**src/rtl/hsah_pkg.sv**
```systemverilog
// ============================================================================
// hsah_pkg
// Shared widths and constants of the hourly sensor average history block.
// ============================================================================
package hsah_pkg;

    // Beat field widths
    localparam int TEMP_W     = 15;
    localparam int HUM_RAW_W  = 17;
    localparam int HUM_AVG_W  = 7;
    localparam int SLOT_OUT_W = 5;
    localparam int COUNT_W    = 8;

    // Configuration port
    localparam int PADDR_W = 3;
    localparam int PDATA_W = 32;
    localparam logic REG_READINGS_PER_WINDOW = 1'b0;   // word index of the one register
    localparam logic [COUNT_W-1:0] READINGS_PER_WINDOW_RESET = 8'd60;

    // Arithmetic
    localparam int DIV_W   = 24;                       // divider dividend width
    localparam int DEN_W   = 10;                       // divider divisor width
    localparam int CNT_W   = 4;                        // divider step counter width
    localparam logic [DEN_W-1:0]     HUM_DIVISOR = 10'd1000;
    localparam logic [HUM_AVG_W-1:0] HUM_MAX     = 7'd127;

    // Humidity scaling: multiply by ceil(2^27 / 1000) and keep the bits above
    // bit 27, exact for every 17-bit raw reading
    localparam int HUM_RECIP_W     = 18;
    localparam int HUM_RECIP_SHIFT = 27;
    localparam logic [HUM_RECIP_W-1:0] HUM_RECIP = 18'd134218;

    // Divider steps, two quotient bits per step
    localparam logic [CNT_W-1:0] STEPS_TEMP      = 4'd12;   // 24-bit dividend
    localparam logic [CNT_W-1:0] STEPS_HUM_AVG   = 4'd8;    // 16-bit dividend

endpackage

```
**src/rtl/hsah_if.sv**
```systemverilog
// ============================================================================
// hsah_in_if / hsah_out_if
// Valid/ready channels for sensor readings and running-average results.
// ============================================================================
interface hsah_in_if import hsah_pkg::*; ();
    logic                        valid;
    logic                        ready;
    logic signed [TEMP_W-1:0]    temp_sample;
    logic        [HUM_RAW_W-1:0] humidity_sample;

    modport source (output valid, temp_sample, humidity_sample, input ready);
    modport sink   (input valid, temp_sample, humidity_sample, output ready);
endinterface

interface hsah_out_if import hsah_pkg::*; ();
    logic                         valid;
    logic                         ready;
    logic signed [TEMP_W-1:0]     temp_average;
    logic        [HUM_AVG_W-1:0]  humidity_average;
    logic        [SLOT_OUT_W-1:0] slot_index;
    logic        [COUNT_W-1:0]    readings_in_window;
    logic                         window_rolled;

    modport source (output valid, temp_average, humidity_average, slot_index,
                    readings_in_window, window_rolled, input ready);
    modport sink   (input valid, temp_average, humidity_average, slot_index,
                    readings_in_window, window_rolled, output ready);
endinterface

```
**src/rtl/hourly_sensor_average_history.sv**
```systemverilog
// ============================================================================
// hourly_sensor_average_history
// Running per-slot mean of temperature and scaled humidity, one slot per
// window of readings, built around one shared multiplier and one divider.
// ============================================================================
//
//  channel   dir  type         fields
//  --------  ---  -----------  -------------------------------------------------
//  in_ch     in   hsah_in_if   temp_sample, humidity_sample
//  out_ch    out  hsah_out_if  temp_average, humidity_average, slot_index,
//                              readings_in_window, window_rolled
//  apb       in   APB          readings_per_window at byte address 0
//
//  A reading runs from the idle state that takes the beat through the
//  shared divider, which retires two quotient bits a cycle: 12 steps for the
//  temperature mean, 8 for the humidity mean, each after a multiply and an add
//  state, then the hand-off; no new beat is taken until the reading is through.
//  Humidity is divided by 1000 through a reciprocal multiply as the beat is taken.
//  Reset clears the window count, the slot index and both running means.
//  A result waits in the output register while the next reading is taken;
//  the hand-off cycle holds when the previous result has not yet gone out.
//
//  Only the current slot is ever read back: a new slot starts from zero and
//  older slots never reach the ports, so the shift of the history on
//  overflow reduces to holding the slot index at SLOTS-1.
//
module hourly_sensor_average_history
    import hsah_pkg::*;
#(
    parameter int SLOTS = 24
) (
    input  logic               clk,
    input  logic               rst_n,
    // APB-style configuration port
    input  logic               psel,
    input  logic               penable,
    input  logic               pwrite,
    input  logic [PADDR_W-1:0] paddr,
    input  logic [PDATA_W-1:0] pwdata,
    output logic [PDATA_W-1:0] prdata,
    output logic               pready,
    // Beat channels
    hsah_in_if.sink            in_ch,
    hsah_out_if.source         out_ch
);

    localparam int SLOT_W = (SLOTS > 1) ? $clog2(SLOTS) : 1;
    localparam logic [SLOT_W-1:0] LAST_SLOT = SLOT_W'(SLOTS - 1);

    typedef enum logic [3:0] {
        IDLE,       // wait for a reading, scale humidity
        T_MUL,      // temperature mean times (n-1)
        T_ADD,      // add sample, load divider with magnitude
        T_DIV,      // divide by n, restore sign
        H_MUL,      // humidity mean times (n-1)
        H_ADD,      // add scaled sample, load divider
        H_DIV,      // divide by n
        FINISH      // hand the result to the output register
    } state_t;

    state_t state_reg;

    // Configuration
    logic [COUNT_W-1:0] rpw_reg;

    // Window state: the current slot and its running means
    logic [COUNT_W-1:0]          wcount_reg;
    logic [SLOT_W-1:0]           slot_reg;
    logic signed [TEMP_W-1:0]    tavg_reg;
    logic [HUM_AVG_W-1:0]        havg_reg;
    logic                        rolled_reg;

    // Per-reading working registers
    logic signed [TEMP_W-1:0]    temp_s_reg;
    logic [HUM_AVG_W-1:0]        hum_reg;
    logic signed [DIV_W-1:0]     prod_reg;
    logic                        neg_reg;

    // Shared divider
    logic [DIV_W-1:0]  div_quo_reg;
    logic [DEN_W-1:0]  div_rem_reg;
    logic [DEN_W-1:0]  div_den_reg;
    logic [CNT_W-1:0]  div_cnt_reg;
    logic [DIV_W-1:0]  div_quo_next;
    logic [DEN_W-1:0]  div_rem_next;
    logic [DEN_W:0]    step_hi;
    logic [DEN_W:0]    step_lo;
    logic              div_last;

    // Output register
    logic                         out_valid_reg;
    logic signed [TEMP_W-1:0]     out_temp_reg;
    logic [HUM_AVG_W-1:0]         out_hum_reg;
    logic [SLOT_OUT_W-1:0]        out_slot_reg;
    logic [COUNT_W-1:0]           out_count_reg;
    logic                         out_rolled_reg;

    // Datapath helpers
    logic signed [TEMP_W-1:0]     mul_a;
    logic signed [COUNT_W:0]      mul_b;
    logic signed [DIV_W-1:0]      mul_p;
    logic signed [DIV_W-1:0]      t_num;
    logic [DIV_W-1:0]             t_mag;
    logic [DIV_W-HUM_AVG_W-1:0]   h_num;
    logic [HUM_RAW_W+HUM_RECIP_W-1:0]                 hum_prod;
    logic [HUM_RAW_W+HUM_RECIP_W-HUM_RECIP_SHIFT-1:0] hum_quo;
    logic [SLOT_W+SLOT_OUT_W-1:0] slot_ext;
    logic                         in_fire;
    logic                         out_free;
    logic                         cfg_write;
    logic                         rolls;

    // One restoring division step: shift in a dividend bit, subtract if it fits.
    function automatic logic [DEN_W:0] div_step(input logic [DEN_W-1:0] rem,
                                                input logic             din,
                                                input logic [DEN_W-1:0] den);
        logic [DEN_W:0] trial;
        logic [DEN_W:0] diff;
        trial = {rem, din};
        diff  = trial - {1'b0, den};
        if (trial >= {1'b0, den})
            div_step = {diff[DEN_W-1:0], 1'b1};
        else
            div_step = {trial[DEN_W-1:0], 1'b0};
    endfunction

    // Two quotient bits per cycle
    always_comb
    begin
        step_hi      = div_step(div_rem_reg, div_quo_reg[DIV_W-1], div_den_reg);
        step_lo      = div_step(step_hi[DEN_W:1], div_quo_reg[DIV_W-2], div_den_reg);
        div_rem_next = step_lo[DEN_W:1];
        div_quo_next = {div_quo_reg[DIV_W-3:0], step_hi[0], step_lo[0]};
    end

    assign div_last = (div_cnt_reg == CNT_W'(1));

    // Raw humidity / 1000 by reciprocal multiplication
    assign hum_prod = in_ch.humidity_sample * HUM_RECIP;
    assign hum_quo  = hum_prod[HUM_RAW_W+HUM_RECIP_W-1:HUM_RECIP_SHIFT];

    // Shared multiplier: the mean of the current slot times (n-1)
    assign mul_a = (state_reg == T_MUL) ? tavg_reg
                                        : $signed({{(TEMP_W-HUM_AVG_W){1'b0}}, havg_reg});
    assign mul_b = $signed({1'b0, wcount_reg - COUNT_W'(1)});
    assign mul_p = mul_a * mul_b;

    assign t_num = prod_reg + {{(DIV_W-TEMP_W){temp_s_reg[TEMP_W-1]}}, temp_s_reg};
    assign t_mag = t_num[DIV_W-1] ? DIV_W'(-t_num) : DIV_W'(t_num);
    assign h_num = {1'b0, prod_reg[DIV_W-HUM_AVG_W-2:0]}
                 + {{(DIV_W-2*HUM_AVG_W){1'b0}}, hum_reg};

    // A full window (or a zero window length) opens the next slot
    assign rolls    = (wcount_reg >= rpw_reg);
    assign in_fire  = in_ch.valid && in_ch.ready;
    assign out_free = !out_valid_reg || out_ch.ready;
    assign slot_ext = {{SLOT_OUT_W{1'b0}}, slot_reg};

    // Configuration port
    assign pready    = 1'b1;
    assign cfg_write = psel && penable && pwrite && pready;
    assign prdata    = (paddr[2] == REG_READINGS_PER_WINDOW)
                     ? {{(PDATA_W-COUNT_W){1'b0}}, rpw_reg} : '0;

    always_ff @(posedge clk or negedge rst_n)
    begin
        if (!rst_n)
        begin
            rpw_reg <= READINGS_PER_WINDOW_RESET;
        end
        else if (cfg_write && paddr[2] == REG_READINGS_PER_WINDOW)
        begin
            rpw_reg <= pwdata[COUNT_W-1:0];
        end
    end

    // Sequencer, datapath and output register
    always_ff @(posedge clk or negedge rst_n)
    begin
        if (!rst_n)
        begin
            state_reg     <= IDLE;
            wcount_reg    <= '0;
            slot_reg      <= '0;
            tavg_reg      <= '0;
            havg_reg      <= '0;
            rolled_reg    <= 1'b0;
            div_cnt_reg   <= '0;
            out_valid_reg <= 1'b0;
        end
        else
        begin
            // Drop the result once the sink has taken it; the hand-off
            // cycle loads the register itself
            if (out_valid_reg && out_ch.ready && state_reg != FINISH)
                out_valid_reg <= 1'b0;

            case (state_reg)
                IDLE:
                begin
                    if (in_fire)
                    begin
                        temp_s_reg <= in_ch.temp_sample;
                        rolled_reg <= rolls;
                        if (rolls)
                        begin
                            // Advance the slot; at the last slot the history shifts
                            // and the last slot is reused
                            if (slot_reg < LAST_SLOT)
                                slot_reg <= slot_reg + SLOT_W'(1);
                            wcount_reg <= COUNT_W'(1);
                            tavg_reg   <= '0;
                            havg_reg   <= '0;
                        end
                        else
                        begin
                            wcount_reg <= wcount_reg + COUNT_W'(1);
                        end
                        // Saturate the scaled humidity
                        if (hum_quo > {1'b0, HUM_MAX})
                            hum_reg <= HUM_MAX;
                        else
                            hum_reg <= hum_quo[HUM_AVG_W-1:0];
                        state_reg <= T_MUL;
                    end
                end

                T_MUL:
                begin
                    prod_reg  <= mul_p;
                    state_reg <= T_ADD;
                end

                T_ADD:
                begin
                    // Divide the magnitude so the quotient truncates toward zero
                    neg_reg     <= t_num[DIV_W-1];
                    div_quo_reg <= t_mag;
                    div_rem_reg <= '0;
                    div_den_reg <= {{(DEN_W-COUNT_W){1'b0}}, wcount_reg};
                    div_cnt_reg <= STEPS_TEMP;
                    state_reg   <= T_DIV;
                end

                T_DIV:
                begin
                    div_quo_reg <= div_quo_next;
                    div_rem_reg <= div_rem_next;
                    div_cnt_reg <= div_cnt_reg - CNT_W'(1);
                    if (div_last)
                    begin
                        if (neg_reg)
                            tavg_reg <= $signed(-div_quo_next[TEMP_W-1:0]);
                        else
                            tavg_reg <= $signed(div_quo_next[TEMP_W-1:0]);
                        state_reg <= H_MUL;
                    end
                end

                H_MUL:
                begin
                    prod_reg  <= mul_p;
                    state_reg <= H_ADD;
                end

                H_ADD:
                begin
                    // 16-bit dividend aligned to the top
                    div_quo_reg <= {h_num[2*STEPS_HUM_AVG-1:0],
                                    {(DIV_W-2*STEPS_HUM_AVG){1'b0}}};
                    div_rem_reg <= '0;
                    div_den_reg <= {{(DEN_W-COUNT_W){1'b0}}, wcount_reg};
                    div_cnt_reg <= STEPS_HUM_AVG;
                    state_reg   <= H_DIV;
                end

                H_DIV:
                begin
                    div_quo_reg <= div_quo_next;
                    div_rem_reg <= div_rem_next;
                    div_cnt_reg <= div_cnt_reg - CNT_W'(1);
                    if (div_last)
                    begin
                        havg_reg  <= div_quo_next[HUM_AVG_W-1:0];
                        state_reg <= FINISH;
                    end
                end

                FINISH:
                begin
                    // Hold until the output register is free
                    if (out_free)
                    begin
                        out_valid_reg  <= 1'b1;
                        out_temp_reg   <= tavg_reg;
                        out_hum_reg    <= havg_reg;
                        out_slot_reg   <= slot_ext[SLOT_OUT_W-1:0];
                        out_count_reg  <= wcount_reg;
                        out_rolled_reg <= rolled_reg;
                        state_reg      <= IDLE;
                    end
                end

                default:
                begin
                    state_reg <= IDLE;
                end
            endcase
        end
    end

    assign in_ch.ready               = (state_reg == IDLE);
    assign out_ch.valid              = out_valid_reg;
    assign out_ch.temp_average       = out_temp_reg;
    assign out_ch.humidity_average   = out_hum_reg;
    assign out_ch.slot_index         = out_slot_reg;
    assign out_ch.readings_in_window = out_count_reg;
    assign out_ch.window_rolled      = out_rolled_reg;

    // ------------------------------------------------------------------------
    // Assertions
    // ------------------------------------------------------------------------

    // A reading keeps the block busy for at least the next cycle
    a_busy_after_accept: assert property (@(posedge clk) disable iff (!rst_n)
        in_fire |=> !in_ch.ready)
        else $error("input accepted again right after a beat");

    // The slot index never passes the last slot
    a_slot_range: assert property (@(posedge clk) disable iff (!rst_n)
        slot_reg <= LAST_SLOT)
        else $error("slot index beyond the last slot");

    // A result always counts at least one reading in its slot
    a_count_nonzero: assert property (@(posedge clk) disable iff (!rst_n)
        out_ch.valid |-> out_ch.readings_in_window != '0)
        else $error("result with an empty window");

    // A reading that opens a new slot is the first reading of it
    a_roll_first: assert property (@(posedge clk) disable iff (!rst_n)
        (out_ch.valid && out_ch.window_rolled) |-> out_ch.readings_in_window == COUNT_W'(1))
        else $error("rolled result is not the first of its slot");

endmodule
```
**src/flat_wrapper.sv**
```systemverilog
// flat-port wrapper written by rule: the top's interface ports become plain ports
module hourly_sensor_average_history_flat import hsah_pkg::*;
#(
    parameter int SLOTS = 24
)
  (clk, rst_n, psel, penable, pwrite, paddr, pwdata, prdata, pready, in_ch_valid, in_ch_temp_sample, in_ch_humidity_sample, in_ch_ready, out_ch_valid, out_ch_temp_average, out_ch_humidity_average, out_ch_slot_index, out_ch_readings_in_window, out_ch_window_rolled, out_ch_ready);
  hsah_in_if in_ch_i ();
  hsah_out_if out_ch_i ();
  input  logic clk;
  input  logic rst_n;
  input  logic psel;
  input  logic penable;
  input  logic pwrite;
  input  logic [PADDR_W-1:0] paddr;
  input  logic [PDATA_W-1:0] pwdata;
  output logic [PDATA_W-1:0] prdata;
  output logic pready;
  input wire logic [$bits(in_ch_i.valid)-1:0] in_ch_valid;
  input wire logic [$bits(in_ch_i.temp_sample)-1:0] in_ch_temp_sample;
  input wire logic [$bits(in_ch_i.humidity_sample)-1:0] in_ch_humidity_sample;
  output wire logic [$bits(in_ch_i.ready)-1:0] in_ch_ready;
  output wire logic [$bits(out_ch_i.valid)-1:0] out_ch_valid;
  output wire logic [$bits(out_ch_i.temp_average)-1:0] out_ch_temp_average;
  output wire logic [$bits(out_ch_i.humidity_average)-1:0] out_ch_humidity_average;
  output wire logic [$bits(out_ch_i.slot_index)-1:0] out_ch_slot_index;
  output wire logic [$bits(out_ch_i.readings_in_window)-1:0] out_ch_readings_in_window;
  output wire logic [$bits(out_ch_i.window_rolled)-1:0] out_ch_window_rolled;
  input wire logic [$bits(out_ch_i.ready)-1:0] out_ch_ready;
  assign in_ch_i.valid = in_ch_valid;
  assign in_ch_i.temp_sample = in_ch_temp_sample;
  assign in_ch_i.humidity_sample = in_ch_humidity_sample;
  assign in_ch_ready = in_ch_i.ready;
  assign out_ch_valid = out_ch_i.valid;
  assign out_ch_temp_average = out_ch_i.temp_average;
  assign out_ch_humidity_average = out_ch_i.humidity_average;
  assign out_ch_slot_index = out_ch_i.slot_index;
  assign out_ch_readings_in_window = out_ch_i.readings_in_window;
  assign out_ch_window_rolled = out_ch_i.window_rolled;
  assign out_ch_i.ready = out_ch_ready;
  hourly_sensor_average_history #(.SLOTS(SLOTS)) u_core (.clk(clk), .rst_n(rst_n), .psel(psel), .penable(penable), .pwrite(pwrite), .paddr(paddr), .pwdata(pwdata), .prdata(prdata), .pready(pready), .in_ch(in_ch_i), .out_ch(out_ch_i));
endmodule
```
**config.mk**
```make
export PLATFORM = sky130hd
export DESIGN_NAME = hourly_sensor_average_history_flat
export DESIGN_NICKNAME = d
export VERILOG_FILES = /design/src/rtl/hsah_pkg.sv /design/src/rtl/hsah_if.sv /design/src/rtl/hourly_sensor_average_history.sv /design/src/flat_wrapper.sv
export SDC_FILE = /design/constraint.sdc
export NUM_CORES = 1
export LEC_CHECK = 0
export BUFFER_PORTS_ARGS = -buffer_cell sky130_fd_sc_hd__buf_4
export CAP_MARGIN = 15
export CORE_MARGIN = 4
export CORE_UTILIZATION = 65
export CTS_CLUSTER_DIAMETER = 120
export DETAILED_ROUTE_END_ITERATION = 6
export HOLD_SLACK_MARGIN = 0.03
export PLACE_DENSITY = 0.87
export SKIP_CTS_REPAIR_TIMING = 1
export SYNTH_ARGS = -nofsm -noshare
export SYNTH_HDL_FRONTEND = slang
export SYNTH_SLANG_ARGS = --single-unit
```
**constraint.sdc**
```tcl
create_clock -name clk -period 12.4 [get_ports clk]
set_clock_uncertainty 0.15 [all_clocks]
set_input_delay 3.1 -clock clk [delete_from_list [all_inputs] [get_ports clk]]
set_output_delay 3.1 -clock clk [all_outputs]
set_load 0.02 [all_outputs]
```
; Word level (Yosys, flattened, before mapping)
; Cells that the tools add are included.
[word_totals]
register_bits = 178
output_inout_bits = 71
wordCells = 107
[op_classes]
add_sub_neg = 10
n_mul = 2
magnitude_cmp = 5
eq_ne = 14
mux = 26
n_bitwise = 1
reduce_logical = 28
[op_table]
columns = cell, count
row1 = 15-bit two-way mux, 5
row2 = 24-bit one-hot mux with 3 select lines, 1
row3 = "17-bit by 17-bit multiplier with 34-bit output, second input constant", 1
row4 = 4-bit one-hot mux with 8 select lines, 1
row5 = 15-bit one-hot mux with 2 select lines, 1
row6 = 24-bit adder, 1
row7 = 15-bit by 9-bit multiplier with 24-bit output, 1
row8 = 24-bit two-way mux, 1
row9 = 24-bit negation, 1
row10 = 11-bit by 8-bit greater-or-equal comparator with 1-bit output, 2
row11 = 11-bit two-way mux, 2
row12 = 7-bit two-way mux, 3
row13 = 10-bit one-hot mux with 2 select lines, 1
row14 = 10-bit by 8-bit subtractor with 10-bit output, 2
row15 = 16-bit by 7-bit adder with 16-bit output, 1
row16 = "4-bit by 3-bit equality test with 1-bit output, second input constant", 4
row17 = 4-bit two-way mux, 4
row18 = 8-bit two-way mux, 2
row19 = 4-bit AND reduction, 4
row20 = 15-bit negation, 1
row21 = 7-bit one-hot mux with 2 select lines, 1
row22 = 4-bit one-hot mux with 3 select lines, 1
row23 = 2-bit AND reduction, 6
row24 = "8-bit by 1-bit adder with 8-bit output, second input constant", 1
row25 = other kinds (21), 38

; Logic depth before layout (Yosys ltp)
[depth]
ltp_word = 8
mapped_depth = 27
depth_no_buf = 25

; Worst setup path after synthesis
; OpenSTA, ideal clock, no wires.
[synth_path]
path_kind = input port to flip-flop
start = input port in_ch_humidity_sample[1]
end = register u_core.hum_reg[0] (data pin)
t_arrival_ns = 7.227
required_time_ns = 11.978
setup_slack_ns = 4.751
path_stages = 19
path_buffers = 0
cell_sequence = ha_1 ha_1 inv_1 fa_1 inv_1 ha_1 fa_1 inv_1 fa_1 inv_1 ha_1 a21o_1 a21o_1 a21o_1 a31o_2 a31oi_1 o211a_1 a21o_1 o2111ai_1
[synth_between]
elab_chain_cells = 2
[synth_rtl]
columns = element, line_no
row1 = "start, declared", flat_wrapper.sv:20  ; input wire logic [$bits(in_ch_i.humidity_sample)-1:0] in_ch_humidity_sample;
row2 = 17-bit by 17-bit multiplier with 34-bit output *, hourly_sensor_average_history.sv:139  ; assign hum_prod = in_ch.humidity_sample * HUM_RECIP;
row3 = 8-bit by 7-bit > comparator with 1-bit output, hourly_sensor_average_history.sv:220  ; if (hum_quo > {1'b0, HUM_MAX})
row4 = "end signal, assigned", hourly_sensor_average_history.sv:223  ; hum_reg <= hum_quo[HUM_AVG_W-1:0];
row5 = "end, declared", hourly_sensor_average_history.sv:75  ; logic [HUM_AVG_W-1:0] hum_reg;
; Every way passes the cells marked *; elsewhere a longest branch is shown, timed or not.
; A chain may end at the register's enable or synchronous reset.

; Worst setup path in the final report
[layout_path]
start = input port in_ch_humidity_sample[6]
end = register u_core.hum_reg[0] (data pin)
; The elaborated chain is that of the path after synthesis.

==> PnR_summary.wiki <==
{| class="wikitable"
! Metric !! Value
|-
| CTS clk-pin slew, worst paths || roughly 0.070 ns
|-
| Final Hold Viols || 0
|-
| Core region area || 0.0286 sq mm
|-
| Sinks on Clock Net || between 150 and 200
|-
| Worst max-slew margin expressed relative to the limit || 0.229
|-
| H-tree level count || 4
|-
| Flop and latch count out of synthesis || between 150 and 200
|-
| Number of flops mapped to enable cells by yosys || approximately 130
|-
| Worst Tran Pin Value || ~1.2 ns
|-
| Total instance count after detailed placement || 2394
|-
| Post-synth top cells || sky130_fd_sc_hd__inv_1 (316), sky130_fd_sc_hd__ha_1 (248), sky130_fd_sc_hd__nor2_1 (158), sky130_fd_sc_hd__fa_1 (142), sky130_fd_sc_hd__edfxtp_1 (125)
|-
| Crit-path max cell delay || ~0.54 ns
|-
| Fraction of synthesized cell area taken by the top area cell type || 0.199
|-
| Number of I/O pins || ~150
|-
| Highest metal layer with signal wires || met4
|-
| Sum of routed wire segments on met1 || 17000 um
|-
| Critical-path cell list || buf_4 > ha_1 > ha_1 > inv_1 > fa_1 > inv_1 > ha_1 > fa_1 > inv_1 > fa_1 > inv_1 > ha_1 > a21o_1 > a21o_1 > a21oi_1 > nand2_1 > a31o_2 > a31oi_1 > o211a_1 > a21o_1 > o2111ai_1
|-
| Vertical die dimension || approximately 180 um
|-
| Average instance area after synthesis || just under 10 sq um
|-
| Predominant post-synthesis flop cell || sky130_fd_sc_hd__edfxtp_1
|-
| Clock period minus worst slack || just under 8 ns
|-
| Synthesis warning total || 0
|-
| Post-DP Area || between 0.015 and 0.02 sq mm
|-
| Maximum number of pins on one net before global-route repair || 60
|-
| Root buffer cell || sky130_fd_sc_hd__clkbuf_16
|-
| CTS tree || done
|-
| Cell types with the largest area share after synthesis || sky130_fd_sc_hd__edfxtp_1 (20%), sky130_fd_sc_hd__ha_1 (16%), sky130_fd_sc_hd__fa_1 (15%)
|-
| Sort of element at the end of the critical path || register
|-
| Ys async rst share || 0.294
|-
| Remaining global-route overflow || 0
|-
| DRC Markers || 0
|-
| Post-DP HPWL || 34000 um
|-
| Signal arrival time at the worst endpoint || 7.78 ns
|-
| Dominant cell by count in the synthesized netlist || sky130_fd_sc_hd__inv_1
|-
| First-pass iteration count of the detailed router || 7
|-
| Fraction of layout cells with a size suffix above 1 || 0.109
|-
| Power per cell area || between 200 and 300 mW/mm^2
|-
| Count of endpoints failing setup in the final report || 0
|-
| Maximum vdd drop || 0.480 mV
|-
| Total wire length after detailed routing || 43400 um
|-
| Part of the cycle the worst path needs || 0.625
|-
| Fraction of the yosys area taken by sequential cells || 0.269
|-
| Total routing resource utilization after global routing || 0.282
|-
| Run status || finished clean
|-
| Total leakage power || a little under 10 nW
|-
| Input/output buffers || just over 90
|-
| Number of max-slew violations in the final report || 0
|-
| Number of nets in the finished design || ~2500
|-
| Met3 WL || 2410 um
|-
| First-pass GRT wire length || just over 70000 um
|-
| Library cell contributing the largest single delay on the critical path || sky130_fd_sc_hd__fa_1
|-
| Top cell type by total area after synthesis || sky130_fd_sc_hd__edfxtp_1
|-
| Number of nets with antenna violations after detailed routing || 0
|-
| DR iter-0 viols || ~1300
|-
| Routability congestion estimate from global placement || 0.923
|-
| Fillers || 2005
|-
| Post-Route Setup TNS || 0 ns
|-
| Critical path launch point type || primary input
|-
| Class of the tightest hold or removal check || reg -> reg
|-
| Number of global-route vias before repair || roughly 15000
|-
| Final standard cell utilization of the core || 0.712
|-
| Critical setup path kind || in -> reg
|-
| Cells after synthesis || around 2000
|-
| Number of distinct library cells after synthesis || 93
|-
| Die Width || roughly 180 um
|-
| Highest Clock Rate || around 0.13 GHz
|-
| Count of antenna diodes in the layout || 0
|-
| Final non-filler cell total || 2427
|-
| Routed via count || between 10000 and 15000
|-
| Max Root-Sink Buffers || 2
|-
| Initial standard-cell utilization of the core || 0.658
|-
| Maximum fanout along the worst path || 6
|-
| Growth of design area from synthesis to finish || 8.12%
|-
| Mean routed wirelength per cell || approximately 18 um
|-
| DIE AREA || 0.0318 sq mm
|-
| Number of maximum-capacitance violations || 0
|-
| Wire length on met2 || 21900 um
|-
| Worst Path Required || 12.43 ns
|-
| Initial antenna violation count || 0
|-
| Ratio of routed vias to standard cells || between 6 and 7
|-
| Summed instance area of the synthesized netlist || 0.0188 sq mm
|-
| CTS buffer count || 17
|-
| Design area || 0.0204 sq mm
|-
| Site Rows || just over 60
|-
| Insertion delay of the later-clocked pin in the worst-skew pair || 0.45 ns
|-
| Setup repair after global routing missed its margin || false
|}
-- routing by layer --
metal / track usage / vias up
met5: 0 / -
met4: 0.139 / 0
met3: 0.0379 / 147
met2: 0.491 / 544
met1: 0.345 / 7100
li1: - / 6783
-- cells by family (layout without fill, tap and decap cells) --
family	count (synthesis)	after routing	synth area share
other cells	2	25	0.000399
fa+ha+maj	391	391	0.316
flops	177	177	0.269
mux	37	37	0.0205
xor+xnor	95	95	0.0450
compound gates	347	347	0.130
buf+inv	389	451	0.0840
simple gates	520	520	0.136
-- final cells by class --
class / instances / area, sq um / area share
well taps: 384 / 480 / 0.0236
multi-input cells: 1415 / 12300 / 0.604
repair buffers: 102 / 766 / 0.0376
flip-flops and latches: 177 / 5060 / 0.248
clock inverters: 15 / 151 / 0.00743
clock buffers: 17 / 425 / 0.0209
inverters: 317 / 1190 / 0.0584
-- metrics by stage --
step / setup WS, ns / power [mW] / hold WS (ns)
6_report: 4.65 / 6.05 / 0.317
5_1_grt: 4.33 / 6.70 / 0.328
4_1_cts: 4.67 / 6.02 / 0.321
3_5_place_dp: 4.19 / 5.45 / 0.304
3_3_place_gp: 4.28 / 5.21 / 0.290
2_1_floorplan: 4.75 / 4.48 / 0.276
-- path summary, 6_finish.rpt --
check	from	depth (start not counted)	slack [ns]	to
min in group asynchronous	rst_n	1	2.57	u_core.slot_reg[0]
min	u_core.rolled_reg	0	0.32	u_core.out_ch.window_rolled
min reg2reg	u_core.rolled_reg	0	0.32	u_core.out_ch.window_rolled
max in group asynchronous	rst_n	1	9.05	u_core.state_reg[2]
max reg2reg	u_core.div_den_reg[1]	21	5.33	u_core.tavg_reg[10]
max	in_ch_humidity_sample[6]	21	4.65	u_core.hum_reg[0]
-- critical path: cells and delay by family --
family	cells	cell delay, ns
compound gates	8	1.62
fa+ha+maj	7	2.62
simple gates	1	0.07
buf+inv	5	0.33
-- report_power, final --
group	internal [mW]	switching, mW
clock	0.283	0.257
sequential	1.00	0.198
combinational	1.81	2.50
-- cells in the final DEF, fill, tap and decap left out, types with 14 or more instances in the layout --
cell | Yosys | layout
sky130_fd_sc_hd__nand2_1 | 119 | 119
sky130_fd_sc_hd__nor2b_1 | 18 | 18
sky130_fd_sc_hd__buf_4 | 29 | 102
sky130_fd_sc_hd__nand4_1 | 21 | 21
sky130_fd_sc_hd__ha_1 | 248 | 248
sky130_fd_sc_hd__and3_1 | 16 | 16
sky130_fd_sc_hd__fa_1 | 142 | 142
sky130_fd_sc_hd__inv_1 | 316 | 316
sky130_fd_sc_hd__xor2_1 | 38 | 38
sky130_fd_sc_hd__nor3_1 | 33 | 33
sky130_fd_sc_hd__dfrtp_1 | 48 | 48
sky130_fd_sc_hd__nand3_1 | 42 | 42
sky130_fd_sc_hd__xnor2_1 | 55 | 55
sky130_fd_sc_hd__clkbuf_16 | 0 | 17
sky130_fd_sc_hd__nand2b_1 | 23 | 23
sky130_fd_sc_hd__o22ai_1 | 16 | 16
sky130_fd_sc_hd__a21o_1 | 39 | 39
sky130_fd_sc_hd__nor2_1 | 158 | 156
sky130_fd_sc_hd__or2_2 | 33 | 33
sky130_fd_sc_hd__o21ai_1 | 17 | 17
sky130_fd_sc_hd__conb_1 | 2 | 25
sky130_fd_sc_hd__a21oi_1 | 76 | 76
sky130_fd_sc_hd__a22oi_1 | 14 | 14
sky130_fd_sc_hd__mux2i_1 | 24 | 24
sky130_fd_sc_hd__o21ai_0 | 55 | 55
sky130_fd_sc_hd__edfxtp_1 | 125 | 125
No activity file was read; power rests on OpenSTA's default activity.
